**src/rtl/core/multilevel_feedback_dispatcher_assert.svh**
```systemverilog
// Assertion macros shared by the dispatcher modules.
// Each macro expects signals named clk and rst_n in the module that uses it.
`ifndef MULTILEVEL_FEEDBACK_DISPATCHER_ASSERT_SVH
`define MULTILEVEL_FEEDBACK_DISPATCHER_ASSERT_SVH

`ifndef SYNTH

// The consequent must hold in the same cycle as the antecedent.
`define MFD_ASSERT_SAME(label, ante, cons) \
    label: assert property (@(posedge clk) disable iff (!rst_n) (ante) |-> (cons)) \
        else $error("dispatcher assertion failed");

// The consequent must hold in the cycle after the antecedent.
`define MFD_ASSERT_NEXT(label, ante, cons) \
    label: assert property (@(posedge clk) disable iff (!rst_n) (ante) |=> (cons)) \
        else $error("dispatcher assertion failed");

`else

`define MFD_ASSERT_SAME(label, ante, cons)
`define MFD_ASSERT_NEXT(label, ante, cons)

`endif

`endif

```
**src/rtl/core/mfd_pkg.sv**
```systemverilog
`default_nettype none

package mfd_pkg;

    // Field widths of the transactions.
    localparam int CMD_W    = 1;
    localparam int JOB_ID_W = 8;
    localparam int LEVEL_W  = 2;
    localparam int TICKS_W  = 16;
    localparam int STATUS_W = 3;
    localparam int TIME_W   = 32;
    localparam int REC_W    = JOB_ID_W + TICKS_W;

    // Command codes.
    localparam logic [CMD_W-1:0] CMD_ARRIVE = 1'b0;
    localparam logic [CMD_W-1:0] CMD_TICK   = 1'b1;

    // Result status codes.
    localparam logic [STATUS_W-1:0] ST_ACCEPT = 3'd0;
    localparam logic [STATUS_W-1:0] ST_FULL   = 3'd1;
    localparam logic [STATUS_W-1:0] ST_ZERO   = 3'd2;
    localparam logic [STATUS_W-1:0] ST_IDLE   = 3'd3;
    localparam logic [STATUS_W-1:0] ST_RUN    = 3'd4;
    localparam logic [STATUS_W-1:0] ST_DONE   = 3'd5;

    typedef struct packed {
        logic [CMD_W-1:0]    command;
        logic [JOB_ID_W-1:0] job_id;
        logic [LEVEL_W-1:0]  level;
        logic [TICKS_W-1:0]  service_ticks;
    } in_item_t;

    typedef struct packed {
        logic [STATUS_W-1:0] status;
        logic [JOB_ID_W-1:0] served_id;
        logic [LEVEL_W-1:0]  served_level;
        logic [LEVEL_W-1:0]  next_level;
        logic [TICKS_W-1:0]  ticks_left;
        logic [TIME_W-1:0]   now;
    } out_item_t;

    // Commands from the controller to the datapath.
    typedef struct packed {
        logic capture;
        logic finish;
    } ctrl_cmd_t;

    // Status from the datapath to the controller.
    typedef struct packed {
        logic out_free;
    } dp_status_t;

endpackage

`default_nettype wire

```
**src/rtl/core/mfd_in_if.sv**
```systemverilog
`default_nettype none

interface mfd_in_if import mfd_pkg::*; ();

    logic     valid;
    logic     ready;
    in_item_t data;

    modport source (output valid, output data, input ready);
    modport sink (input valid, input data, output ready);

endinterface

`default_nettype wire

```
**src/rtl/core/mfd_out_if.sv**
```systemverilog
`default_nettype none

interface mfd_out_if import mfd_pkg::*; ();

    logic      valid;
    logic      ready;
    out_item_t data;

    modport source (output valid, output data, input ready);
    modport sink (input valid, input data, output ready);

endinterface

`default_nettype wire

```
**src/rtl/core/mfd_ram.sv**
```systemverilog
`default_nettype none

module mfd_ram #(
    parameter int WIDTH = 24,
    parameter int DEPTH = 64
) (
    input  wire logic                     clk,
    input  wire logic                     we,
    input  wire logic [$clog2(DEPTH)-1:0] waddr,
    input  wire logic [WIDTH-1:0]         wdata,
    input  wire logic                     re,
    input  wire logic [$clog2(DEPTH)-1:0] raddr,
    output logic      [WIDTH-1:0]         rdata
);

    logic [WIDTH-1:0] mem_reg [DEPTH];

    // One write port and one registered read port.
    always_ff @(posedge clk)
    begin
        if (we)
        begin
            mem_reg[waddr] <= wdata;
        end
        if (re)
        begin
            rdata <= mem_reg[raddr];
        end
    end

endmodule

`default_nettype wire

```
**src/rtl/core/mfd_ctrl.sv**
```systemverilog
`default_nettype none
`include "multilevel_feedback_dispatcher_assert.svh"

module mfd_ctrl import mfd_pkg::*; (
    input  wire logic       clk,
    input  wire logic       rst_n,
    input  wire logic       in_valid,
    output logic            in_ready,
    input  wire dp_status_t st,
    output ctrl_cmd_t       cmd
);

    localparam logic [0:0] S_IDLE = 1'b0;
    localparam logic [0:0] S_EXEC = 1'b1;

    logic [0:0] state_reg;
    logic [0:0] state_next;

    // Take a transaction in the idle state, complete it once the result slot is free.
    always_comb
    begin
        state_next  = state_reg;
        in_ready    = 1'b0;
        cmd.capture = 1'b0;
        cmd.finish  = 1'b0;
        unique case (state_reg)
            S_IDLE:
            begin
                in_ready = 1'b1;
                if (in_valid)
                begin
                    cmd.capture = 1'b1;
                    state_next  = S_EXEC;
                end
            end
            S_EXEC:
            begin
                if (st.out_free)
                begin
                    cmd.finish = 1'b1;
                    state_next = S_IDLE;
                end
            end
            default:
            begin
                state_next = S_IDLE;
            end
        endcase
    end

    always_ff @(posedge clk or negedge rst_n)
    begin
        if (!rst_n)
        begin
            state_reg <= S_IDLE;
        end
        else
        begin
            state_reg <= state_next;
        end
    end

    `MFD_ASSERT_NEXT(a_capture_to_exec, cmd.capture, state_reg == S_EXEC && !in_ready)
    `MFD_ASSERT_NEXT(a_finish_to_idle, cmd.finish, state_reg == S_IDLE)

endmodule

`default_nettype wire

```
**src/rtl/core/mfd_datapath.sv**
```systemverilog
`default_nettype none
`include "multilevel_feedback_dispatcher_assert.svh"

module mfd_datapath import mfd_pkg::*; #(
    parameter int QUEUE_DEPTH = 16,
    parameter int NUM_LEVELS  = 4
) (
    input  wire logic      clk,
    input  wire logic      rst_n,
    input  wire ctrl_cmd_t cmd,
    output dp_status_t     st,
    input  wire in_item_t  item,
    mfd_out_if.source      response
);

    localparam int PTR_W     = $clog2(QUEUE_DEPTH);
    localparam int CNT_W     = $clog2(QUEUE_DEPTH + 1);
    localparam int LVL_W     = (NUM_LEVELS > 2) ? $clog2(NUM_LEVELS) : 1;
    localparam int MEM_DEPTH = NUM_LEVELS * QUEUE_DEPTH;
    localparam int ADDR_W    = $clog2(MEM_DEPTH);

    // Per-level queue bookkeeping.
    logic [PTR_W-1:0]  head_reg  [NUM_LEVELS];
    logic [PTR_W-1:0]  tail_reg  [NUM_LEVELS];
    logic [CNT_W-1:0]  count_reg [NUM_LEVELS];
    logic [NUM_LEVELS-1:0] nonempty;
    logic [NUM_LEVELS-1:0] full;

    logic [TIME_W-1:0] time_reg;

    // Captured transaction.
    logic [CMD_W-1:0]    cmd_reg;
    logic [JOB_ID_W-1:0] id_reg;
    logic [TICKS_W-1:0]  svc_reg;
    logic [LVL_W-1:0]    lvl_reg;
    logic [LVL_W-1:0]    tick_lvl_reg;
    logic                tick_idle_reg;

    // Result slot.
    logic      out_valid_reg;
    out_item_t out_data_reg;

    // Selection and job RAM signals.
    logic [LVL_W-1:0]  in_lvl_sat;
    logic [LVL_W-1:0]  sel_lvl;
    logic              sel_found;
    logic              ram_we;
    logic [ADDR_W-1:0] ram_waddr;
    logic [REC_W-1:0]  ram_wdata;
    logic [ADDR_W-1:0] ram_raddr;
    logic [REC_W-1:0]  ram_rdata;

    // Serve step signals.
    logic [JOB_ID_W-1:0] rec_id;
    logic [TICKS_W-1:0]  rec_left;
    logic [LVL_W-1:0]    nx_base;
    logic [LVL_W-1:0]    nx_lvl;
    logic                push_en;
    logic [LVL_W-1:0]    push_lvl;
    logic                pop_en;
    logic [LVL_W-1:0]    pop_lvl;
    out_item_t           result;

    function automatic logic [ADDR_W-1:0] rec_addr(input logic [LVL_W-1:0] lv,
                                                   input logic [PTR_W-1:0] p);
        rec_addr = ADDR_W'(ADDR_W'(lv) * ADDR_W'(QUEUE_DEPTH) + ADDR_W'(p));
    endfunction

    function automatic logic [PTR_W-1:0] bump(input logic [PTR_W-1:0] p);
        bump = (p == PTR_W'(QUEUE_DEPTH - 1)) ? '0 : p + PTR_W'(1);
    endfunction

    // Empty and full flags of every level.
    always_comb
    begin
        for (int l = 0; l < NUM_LEVELS; l++)
        begin
            nonempty[l] = (count_reg[l] != '0);
            full[l]     = (count_reg[l] == CNT_W'(QUEUE_DEPTH));
        end
    end

    // Arrival level saturates at the last level.
    assign in_lvl_sat = (int'(item.level) > NUM_LEVELS - 1) ? LVL_W'(NUM_LEVELS - 1)
                                                             : LVL_W'(item.level);

    // Level to serve: real time first, then the highest non-empty level.
    always_comb
    begin
        sel_lvl = '0;
        for (int l = NUM_LEVELS - 1; l >= 1; l--)
        begin
            if (nonempty[l])
            begin
                sel_lvl = LVL_W'(l);
            end
        end
        if (nonempty[0])
        begin
            sel_lvl = '0;
        end
    end

    assign sel_found = |nonempty;
    assign ram_raddr = rec_addr(sel_lvl, head_reg[sel_lvl]);

    mfd_ram #(
        .WIDTH (REC_W),
        .DEPTH (MEM_DEPTH)
    ) u_job_ram (
        .clk   (clk),
        .we    (ram_we),
        .waddr (ram_waddr),
        .wdata (ram_wdata),
        .re    (cmd.capture),
        .raddr (ram_raddr),
        .rdata (ram_rdata)
    );

    // Head record fields and the level below the one served.
    assign rec_id   = ram_rdata[REC_W-1:TICKS_W];
    assign rec_left = ram_rdata[TICKS_W-1:0] - TICKS_W'(1);
    assign nx_base  = (tick_lvl_reg == LVL_W'(NUM_LEVELS - 1)) ? tick_lvl_reg
                                                                : tick_lvl_reg + LVL_W'(1);
    assign nx_lvl   = full[nx_base] ? tick_lvl_reg : nx_base;

    // Work out the result and the queue updates of the captured transaction.
    always_comb
    begin
        ram_we              = 1'b0;
        ram_waddr           = rec_addr(lvl_reg, tail_reg[lvl_reg]);
        ram_wdata           = {id_reg, svc_reg};
        push_en             = 1'b0;
        push_lvl            = lvl_reg;
        pop_en              = 1'b0;
        pop_lvl             = tick_lvl_reg;
        result.status       = ST_IDLE;
        result.served_id    = '0;
        result.served_level = '0;
        result.next_level   = '0;
        result.ticks_left   = '0;
        result.now          = time_reg;
        if (cmd_reg == CMD_ARRIVE)
        begin
            result.served_id    = id_reg;
            result.served_level = LEVEL_W'(lvl_reg);
            result.next_level   = LEVEL_W'(lvl_reg);
            result.ticks_left   = svc_reg;
            if (svc_reg == '0)
            begin
                result.status = ST_ZERO;
            end
            else if (full[lvl_reg])
            begin
                result.status = ST_FULL;
            end
            else
            begin
                result.status = ST_ACCEPT;
                ram_we        = cmd.finish;
                push_en       = cmd.finish;
            end
        end
        else if (!tick_idle_reg)
        begin
            result.served_id    = rec_id;
            result.served_level = LEVEL_W'(tick_lvl_reg);
            if (rec_left == '0)
            begin
                // The job is done and leaves its queue.
                result.status = ST_DONE;
                pop_en        = cmd.finish;
            end
            else if (tick_lvl_reg == '0)
            begin
                // A real-time job keeps its place at the head.
                result.status     = ST_RUN;
                result.ticks_left = rec_left;
                ram_we            = cmd.finish;
                ram_waddr         = rec_addr(tick_lvl_reg, head_reg[tick_lvl_reg]);
                ram_wdata         = {rec_id, rec_left};
            end
            else
            begin
                // Move the job one level down, or back to its own tail.
                result.status     = ST_RUN;
                result.ticks_left = rec_left;
                result.next_level = LEVEL_W'(nx_lvl);
                pop_en            = cmd.finish;
                push_en           = cmd.finish;
                push_lvl          = nx_lvl;
                ram_we            = cmd.finish;
                ram_waddr         = rec_addr(nx_lvl, tail_reg[nx_lvl]);
                ram_wdata         = {rec_id, rec_left};
            end
        end
    end

    // Queue pointers, fill counts and the time counter.
    always_ff @(posedge clk or negedge rst_n)
    begin
        if (!rst_n)
        begin
            for (int l = 0; l < NUM_LEVELS; l++)
            begin
                head_reg[l]  <= '0;
                tail_reg[l]  <= '0;
                count_reg[l] <= '0;
            end
            time_reg <= '0;
        end
        else
        begin
            for (int l = 0; l < NUM_LEVELS; l++)
            begin
                if (pop_en && pop_lvl == LVL_W'(l))
                begin
                    head_reg[l] <= bump(head_reg[l]);
                end
                if (push_en && push_lvl == LVL_W'(l))
                begin
                    tail_reg[l] <= bump(tail_reg[l]);
                end
                if (push_en && push_lvl == LVL_W'(l) && !(pop_en && pop_lvl == LVL_W'(l)))
                begin
                    count_reg[l] <= count_reg[l] + CNT_W'(1);
                end
                else if (pop_en && pop_lvl == LVL_W'(l) && !(push_en && push_lvl == LVL_W'(l)))
                begin
                    count_reg[l] <= count_reg[l] - CNT_W'(1);
                end
            end
            if (cmd.capture && item.command == CMD_TICK)
            begin
                time_reg <= time_reg + TIME_W'(1);
            end
        end
    end

    // Capture the accepted transaction and the level picked for service.
    always_ff @(posedge clk)
    begin
        if (cmd.capture)
        begin
            cmd_reg       <= item.command;
            id_reg        <= item.job_id;
            svc_reg       <= item.service_ticks;
            lvl_reg       <= in_lvl_sat;
            tick_lvl_reg  <= sel_lvl;
            tick_idle_reg <= !sel_found;
        end
    end

    // Result slot: filled on completion, emptied when the transaction is taken.
    always_ff @(posedge clk or negedge rst_n)
    begin
        if (!rst_n)
        begin
            out_valid_reg <= 1'b0;
        end
        else if (cmd.finish)
        begin
            out_valid_reg <= 1'b1;
        end
        else if (response.ready)
        begin
            out_valid_reg <= 1'b0;
        end
    end

    always_ff @(posedge clk)
    begin
        if (cmd.finish)
        begin
            out_data_reg <= result;
        end
    end

    assign st.out_free     = !out_valid_reg || response.ready;
    assign response.valid  = out_valid_reg;
    assign response.data   = out_data_reg;

    `MFD_ASSERT_SAME(a_finish_slot_free, cmd.finish, st.out_free)
    `MFD_ASSERT_SAME(a_pop_nonempty, pop_en, nonempty[pop_lvl])
    `MFD_ASSERT_SAME(a_push_room, push_en && !(pop_en && pop_lvl == push_lvl), !full[push_lvl])
    `MFD_ASSERT_NEXT(a_time_step, cmd.capture && item.command == CMD_TICK, time_reg == $past(time_reg) + TIME_W'(1))

endmodule

`default_nettype wire

```
**src/rtl/core/multilevel_feedback_dispatcher.sv**
```systemverilog
// Multilevel feedback dispatcher. Each transaction on the request channel is either an arrival,
// which places a job at its priority level or rejects it, or a tick, which advances the time
// counter and serves one unit of work; every request yields exactly one response transaction.
// Job records live in one RAM holding NUM_LEVELS queues of QUEUE_DEPTH entries each. When a
// request is accepted, the head record of the level to serve is read from the job RAM; in the
// execute state, once the output register is free, the record is updated or moved to another
// queue through the single write port while the result is loaded into the output register. A new
// request can be accepted while a finished response still waits to be taken; the block waits in
// its execute state only if the previous response has not left the output register. The job RAM
// needs no clearing after reset, so requests are taken as soon as reset is released.
`default_nettype none

module multilevel_feedback_dispatcher import mfd_pkg::*; #(
    parameter int QUEUE_DEPTH = 16,
    parameter int NUM_LEVELS  = 4
) (
    input wire logic clk,
    input wire logic rst_n,
    mfd_in_if.sink   request,
    mfd_out_if.source response
);

    ctrl_cmd_t  cmd;
    dp_status_t st;
    logic       ready;

    // Sequencing of each transaction.
    mfd_ctrl u_ctrl (
        .clk      (clk),
        .rst_n    (rst_n),
        .in_valid (request.valid),
        .in_ready (ready),
        .st       (st),
        .cmd      (cmd)
    );

    assign request.ready = ready;

    // Queues, job RAM, time counter and result register.
    mfd_datapath #(
        .QUEUE_DEPTH (QUEUE_DEPTH),
        .NUM_LEVELS  (NUM_LEVELS)
    ) u_datapath (
        .clk      (clk),
        .rst_n    (rst_n),
        .cmd      (cmd),
        .st       (st),
        .item     (request.data),
        .response (response)
    );

endmodule

`default_nettype wire
```
**src/flat_wrapper.sv**
```systemverilog
// flat-port wrapper written by rule: the top's interface ports become plain ports
module multilevel_feedback_dispatcher_flat import mfd_pkg::*;
#(
    parameter int QUEUE_DEPTH = 16,
    parameter int NUM_LEVELS  = 4
)
  (clk, rst_n, request_valid, request_data, request_ready, response_valid, response_data, response_ready);
  mfd_in_if request_i ();
  mfd_out_if response_i ();
  input wire logic clk;
  input wire logic rst_n;
  input wire logic [$bits(request_i.valid)-1:0] request_valid;
  input wire logic [$bits(request_i.data)-1:0] request_data;
  output wire logic [$bits(request_i.ready)-1:0] request_ready;
  output wire logic [$bits(response_i.valid)-1:0] response_valid;
  output wire logic [$bits(response_i.data)-1:0] response_data;
  input wire logic [$bits(response_i.ready)-1:0] response_ready;
  assign request_i.valid = request_valid;
  assign request_i.data = request_data;
  assign request_ready = request_i.ready;
  assign response_valid = response_i.valid;
  assign response_data = response_i.data;
  assign response_i.ready = response_ready;
  multilevel_feedback_dispatcher #(.QUEUE_DEPTH(QUEUE_DEPTH), .NUM_LEVELS(NUM_LEVELS)) u_core (.clk(clk), .rst_n(rst_n), .request(request_i), .response(response_i));
endmodule
```
**config.mk**
```make
export PLATFORM = sky130hd
export DESIGN_NAME = multilevel_feedback_dispatcher_flat
export DESIGN_NICKNAME = d
export VERILOG_FILES = /design/src/rtl/core/mfd_pkg.sv /design/src/rtl/core/mfd_in_if.sv /design/src/rtl/core/mfd_out_if.sv /design/src/rtl/core/mfd_ram.sv /design/src/rtl/core/mfd_ctrl.sv /design/src/rtl/core/mfd_datapath.sv /design/src/rtl/core/multilevel_feedback_dispatcher.sv /design/src/flat_wrapper.sv
export VERILOG_INCLUDE_DIRS = /design/src /design/src/rtl/core
export SDC_FILE = /design/constraint.sdc
export NUM_CORES = 2
export LEC_CHECK = 0
export ABC_AREA = 0
export ABC_CLOCK_PERIOD_IN_PS = 6250
export BUFFER_PORTS_ARGS = -buffer_cell sky130_fd_sc_hd__buf_2
export CAP_MARGIN = 30
export CORE_MARGIN = 4
export CORE_UTILIZATION = 57
export DETAILED_ROUTE_END_ITERATION = 8
export PLACE_DENSITY = 0.81
export SLEW_MARGIN = 15
export SYNTH_ARGS = -nofsm -noshare
export SYNTH_HDL_FRONTEND = slang
export SYNTH_SLANG_ARGS = --single-unit
export TNS_END_PERCENT = 30
```
**constraint.sdc**
```tcl
create_clock -name clk -period 6.25 [get_ports clk]
set_input_delay 1.25 -clock clk [delete_from_list [all_inputs] [get_ports clk]]
set_output_delay 1.25 -clock clk [all_outputs]
set_load 0.05 [all_outputs]
```
==> results.py <==
metrics = {
    "layout": {
        "num-fill-cells": 7694,
        "stdcell_count": 6331,
        "largest_register_ffs": 1536,
        "seqCellArea_um2": 51800,
        "multi_input_area_um2": 16300,
        "post_route_cells_drive_above_1_share": 0.163,
        "area_growth_pct": 12.5,
        "nNetsFinal": 4654,
    },
    "synth": {
        "synthFlopType": "edfxtp_1",
        "synth.avg_cell_area_um2": 15.7,
        "synth_seq_cells": 1739,
        "syn_area_um2": 69000,
        "yosysWarnings": 0,
        "async_flop_share": 0.0495,
        "synth_cells": 4405,
        "synth_cell_type_count": 79,
        "synth_nets": 4467,
        "synth-edff-count": 1653,
        "synth_top_cell_area_share": 0.720,
        "seq_area_frac_synth": 0.751,
        "synth_area_leader_cell": "edfxtp_1",
        "synthTopCellsByArea": "edfxtp_1, nand2_1, a21oi_1, mux4_2, dfrtp_1",
    },
    "drt": {
        "ant_nets": 0,
        "first_pass_iters": 9,
        "postRouteWirelength_um": 186000,
        "drtIter0Drc": 6934,
        "via_count": 42312,
        "viasPerCell": 6.68,
        "wire_per_inst_um": 29.4,
        "drc_errors": 0,
    },
    "global_routing": {
        "grt_usage": 0.291,
        "grt_start_max_net_pins": 100,
        "antenna_found_initial": 7,
        "grt_pass1_wl_um": 270000,
        "grt_pass1_vias": 40675,
        "grt_overflow_total": 0,
    },
    "placed_design": {
        "gp_congestion": 0.930,
        "hpwl_um": 111000,
        "dp_cells": 6033,
        "io_buffers": 95,
    },
    "cts": {
        "cts_tree": "done",
        "post_cts_buffers": 0,
        "ctsHtreeMaxLevel": 4,
        "clkTransAtPathRegs_ps": 70,
        "cts_max_path_buffers": 3,
        "insertion_delay_ps": 810,
        "cts_hold_repair.buffers": 0,
        "cts-root-buf": "clkbuf_16",
        "post_cts_resized": 0,
        "cts_sinks": 1739,
        "cts_buffers": 162,
    },
    "sta": {
        "period_share": 0.882,
        "clock_skew_ps": 45.3,
        "final_max_slew_viol_count": 0,
        "fin_crit_ps": 5520,
        "rsz0062_at_grt": "false",
        "tightest_slew_ps": 1220,
        "slew_headroom": 0.188,
        "clock.fmax_ghz": 0.181,
        "final-setup-viol-count": 0,
        "finalHoldViolations": 0,
        "fin_tns_setup_ps": 0,
    },
    "power_and_ir_drop": {
        "power.total_mw": 32.4,
        "leakagePower_nw": 26.9,
        "vdd_drop_max_v": 0.000318,
        "p_per_area_nw_per_um2": 418,
    },
    "setup_path": {
        "arrival_ps": 6180,
        "slowest_delay_ps": 980,
        "crit_chain": "nor4_2 > nand2_1 > o311ai_2 > nand2_1 > buf_4 > nor2_2 > buf_4 > a32oi_1 > a22oi_1 > mux2_2",
        "required_ps": 6910,
        "cpMaxStageDelayCell": "a22oi_1",
        "endpoint_kind": "flop",
        "crit_fanout": 18,
        "critPathLaunchType": "flop",
        "criticalPathCategory": "flop to flop",
    },
    "die": {
        "row_count": 127,
        "io_pins": 96,
        "start_util": 0.575,
        "coreArea_um2": 120000,
        "dieHeight_um": 356,
        "die_w_um": 356,
        "die-area_um2": 127000,
    },
    "flow_run": {
        "cap_viol_max_count": 0,
    },
    "min_path": {
        "hp-class": "input port to asynchronous set/reset pin",
    },
    "outcome": {
        "outcome": "finished clean",
    },
}
## metal layers
metal,track usage,share of wire,wire [µm],vias to the layer above
met5,0,0.00015,27,-
met4,0.145,0.057,10600,2
met3,0.0770,0.13,25000,534
met2,0.451,0.46,86400,3372
met1,0.386,0.34,64000,20881
li1,-,-,-,17523
## layout by cell type, fill, tap and decap left out, types with 13 or more instances in the layout
cell type	count
a22o_1	17
a21oi_1	439
a21o_1	19
mux4_2	97
inv_1	29
nand3_1	88
clkbuf_1	35
buf_4	159
xor2_1	20
mux2i_1	169
a22oi_1	230
nand2_1	646
o21ai_0	38
nand4_1	13
edfxtp_1	1653
a221oi_1	41
nor2_1	38
a32oi_1	24
mux2_2	41
o22ai_1	59
clkbuf_16	163
nor2_2	63
buf_12	20
xnor2_1	51
ha_1	27
dfrtp_1	86
nor4_1	31
clkinv_1	34
nor3_1	29
clkinv_2	28
buf_2	95
## Yosys cell counts, types with 5 or more instances
library cell,number
a211oi_1,7
a21boi_0,5
a21o_1,19
a21oi_1,441
a221oi_1,41
a22o_1,17
a22oi_1,230
a311oi_1,8
a31oi_1,12
a32oi_1,24
and2_1,7
and3_1,12
buf_1,30
buf_2,57
buf_4,22
buf_6,10
clkbuf_1,138
dfrtp_1,86
edfxtp_1,1653
ha_1,27
inv_1,30
mux2_2,41
mux2i_1,169
mux4_2,97
nand2_1,655
nand2b_1,11
nand3_1,88
nand4_1,13
nor2_1,100
nor3_1,33
nor4_1,31
o21ai_0,52
o22ai_1,63
o2bb2ai_1,7
o31ai_1,6
or4_1,8
xnor2_1,51
xor2_1,20
## cells by family after synthesis
group | count (synthesis) | synth area share
DFF | 1739 | 0.751
and+or+nand+nor | 994 | 0.0620
AOI/OAI and AO/OA | 973 | 0.0901
muxes | 307 | 0.0629
buffers and inverters | 290 | 0.0191
xor gates and xnor gates | 71 | 0.00901
adders and majority gates | 31 | 0.00606
## stage by stage
stage	utilization	worst slack, ps	hold slack [ps]	area (µm²)
after CTS	0.646	901	329	77400
after global routing	0.647	696	376	77600
after global placement	0.602	1040	436	72200
after detailed placement	0.603	936	438	72400
after floorplan	-	505	425	69000
final	0.647	735	364	77600
## final timing paths
path                                                      start                                     to  slack [ps]  depth (start not counted)
worst max-delay path            u_core.u_datapath.count_reg[10]  u_core.u_datapath.u_job_ram.rdata[11]         730                         10
worst min-delay path                                      rst_n         u_core.u_datapath.count_reg[5]         360                          1
worst max register to register  u_core.u_datapath.count_reg[10]  u_core.u_datapath.u_job_ram.rdata[11]         730                         10
worst min register to register   u_core.u_datapath.time_reg[26]    u_core.u_datapath.response.data[26]         450                          0
max in group asynchronous                                 rst_n         u_core.u_datapath.time_reg[13]        5240                          2
min in group clk                 u_core.u_datapath.time_reg[26]    u_core.u_datapath.response.data[26]         450                          0
## worst max-delay path: cells and delay by family, from the launching register on
kind                   cells  cell delay (ps)
AO/OA/AOI/OAI              3             2010
buffers and inverters      2              740
flip-flops                 1              460
multiplexers               1              320
AND/OR/NAND/NOR            4             1840
## power breakdown
group          switching (mW)  total (mW)  internal, mW
Sequential              0.529        14.8          14.3
Clock                    4.32        9.49          5.17
Combinational            5.82        8.11          2.29
Total                    10.7        32.4          21.8
## cell type report
| cell class | instances | share of cell area |
|---|---|---|
| Clock buffer | 200 | 0.0546 |
| Clock inverter | 88 | 0.0109 |
| Inverter | 33 | 0.00161 |
| Timing Repair Buffer | 280 | 0.0285 |
| Tap cell | 1612 | 0.0260 |
| Sequential cell | 1739 | 0.668 |
| Antenna cell | 3 | 0.0000968 |
| Multi-Input combinational cell | 2376 | 0.211 |
Power figures use the tool's default switching activity.
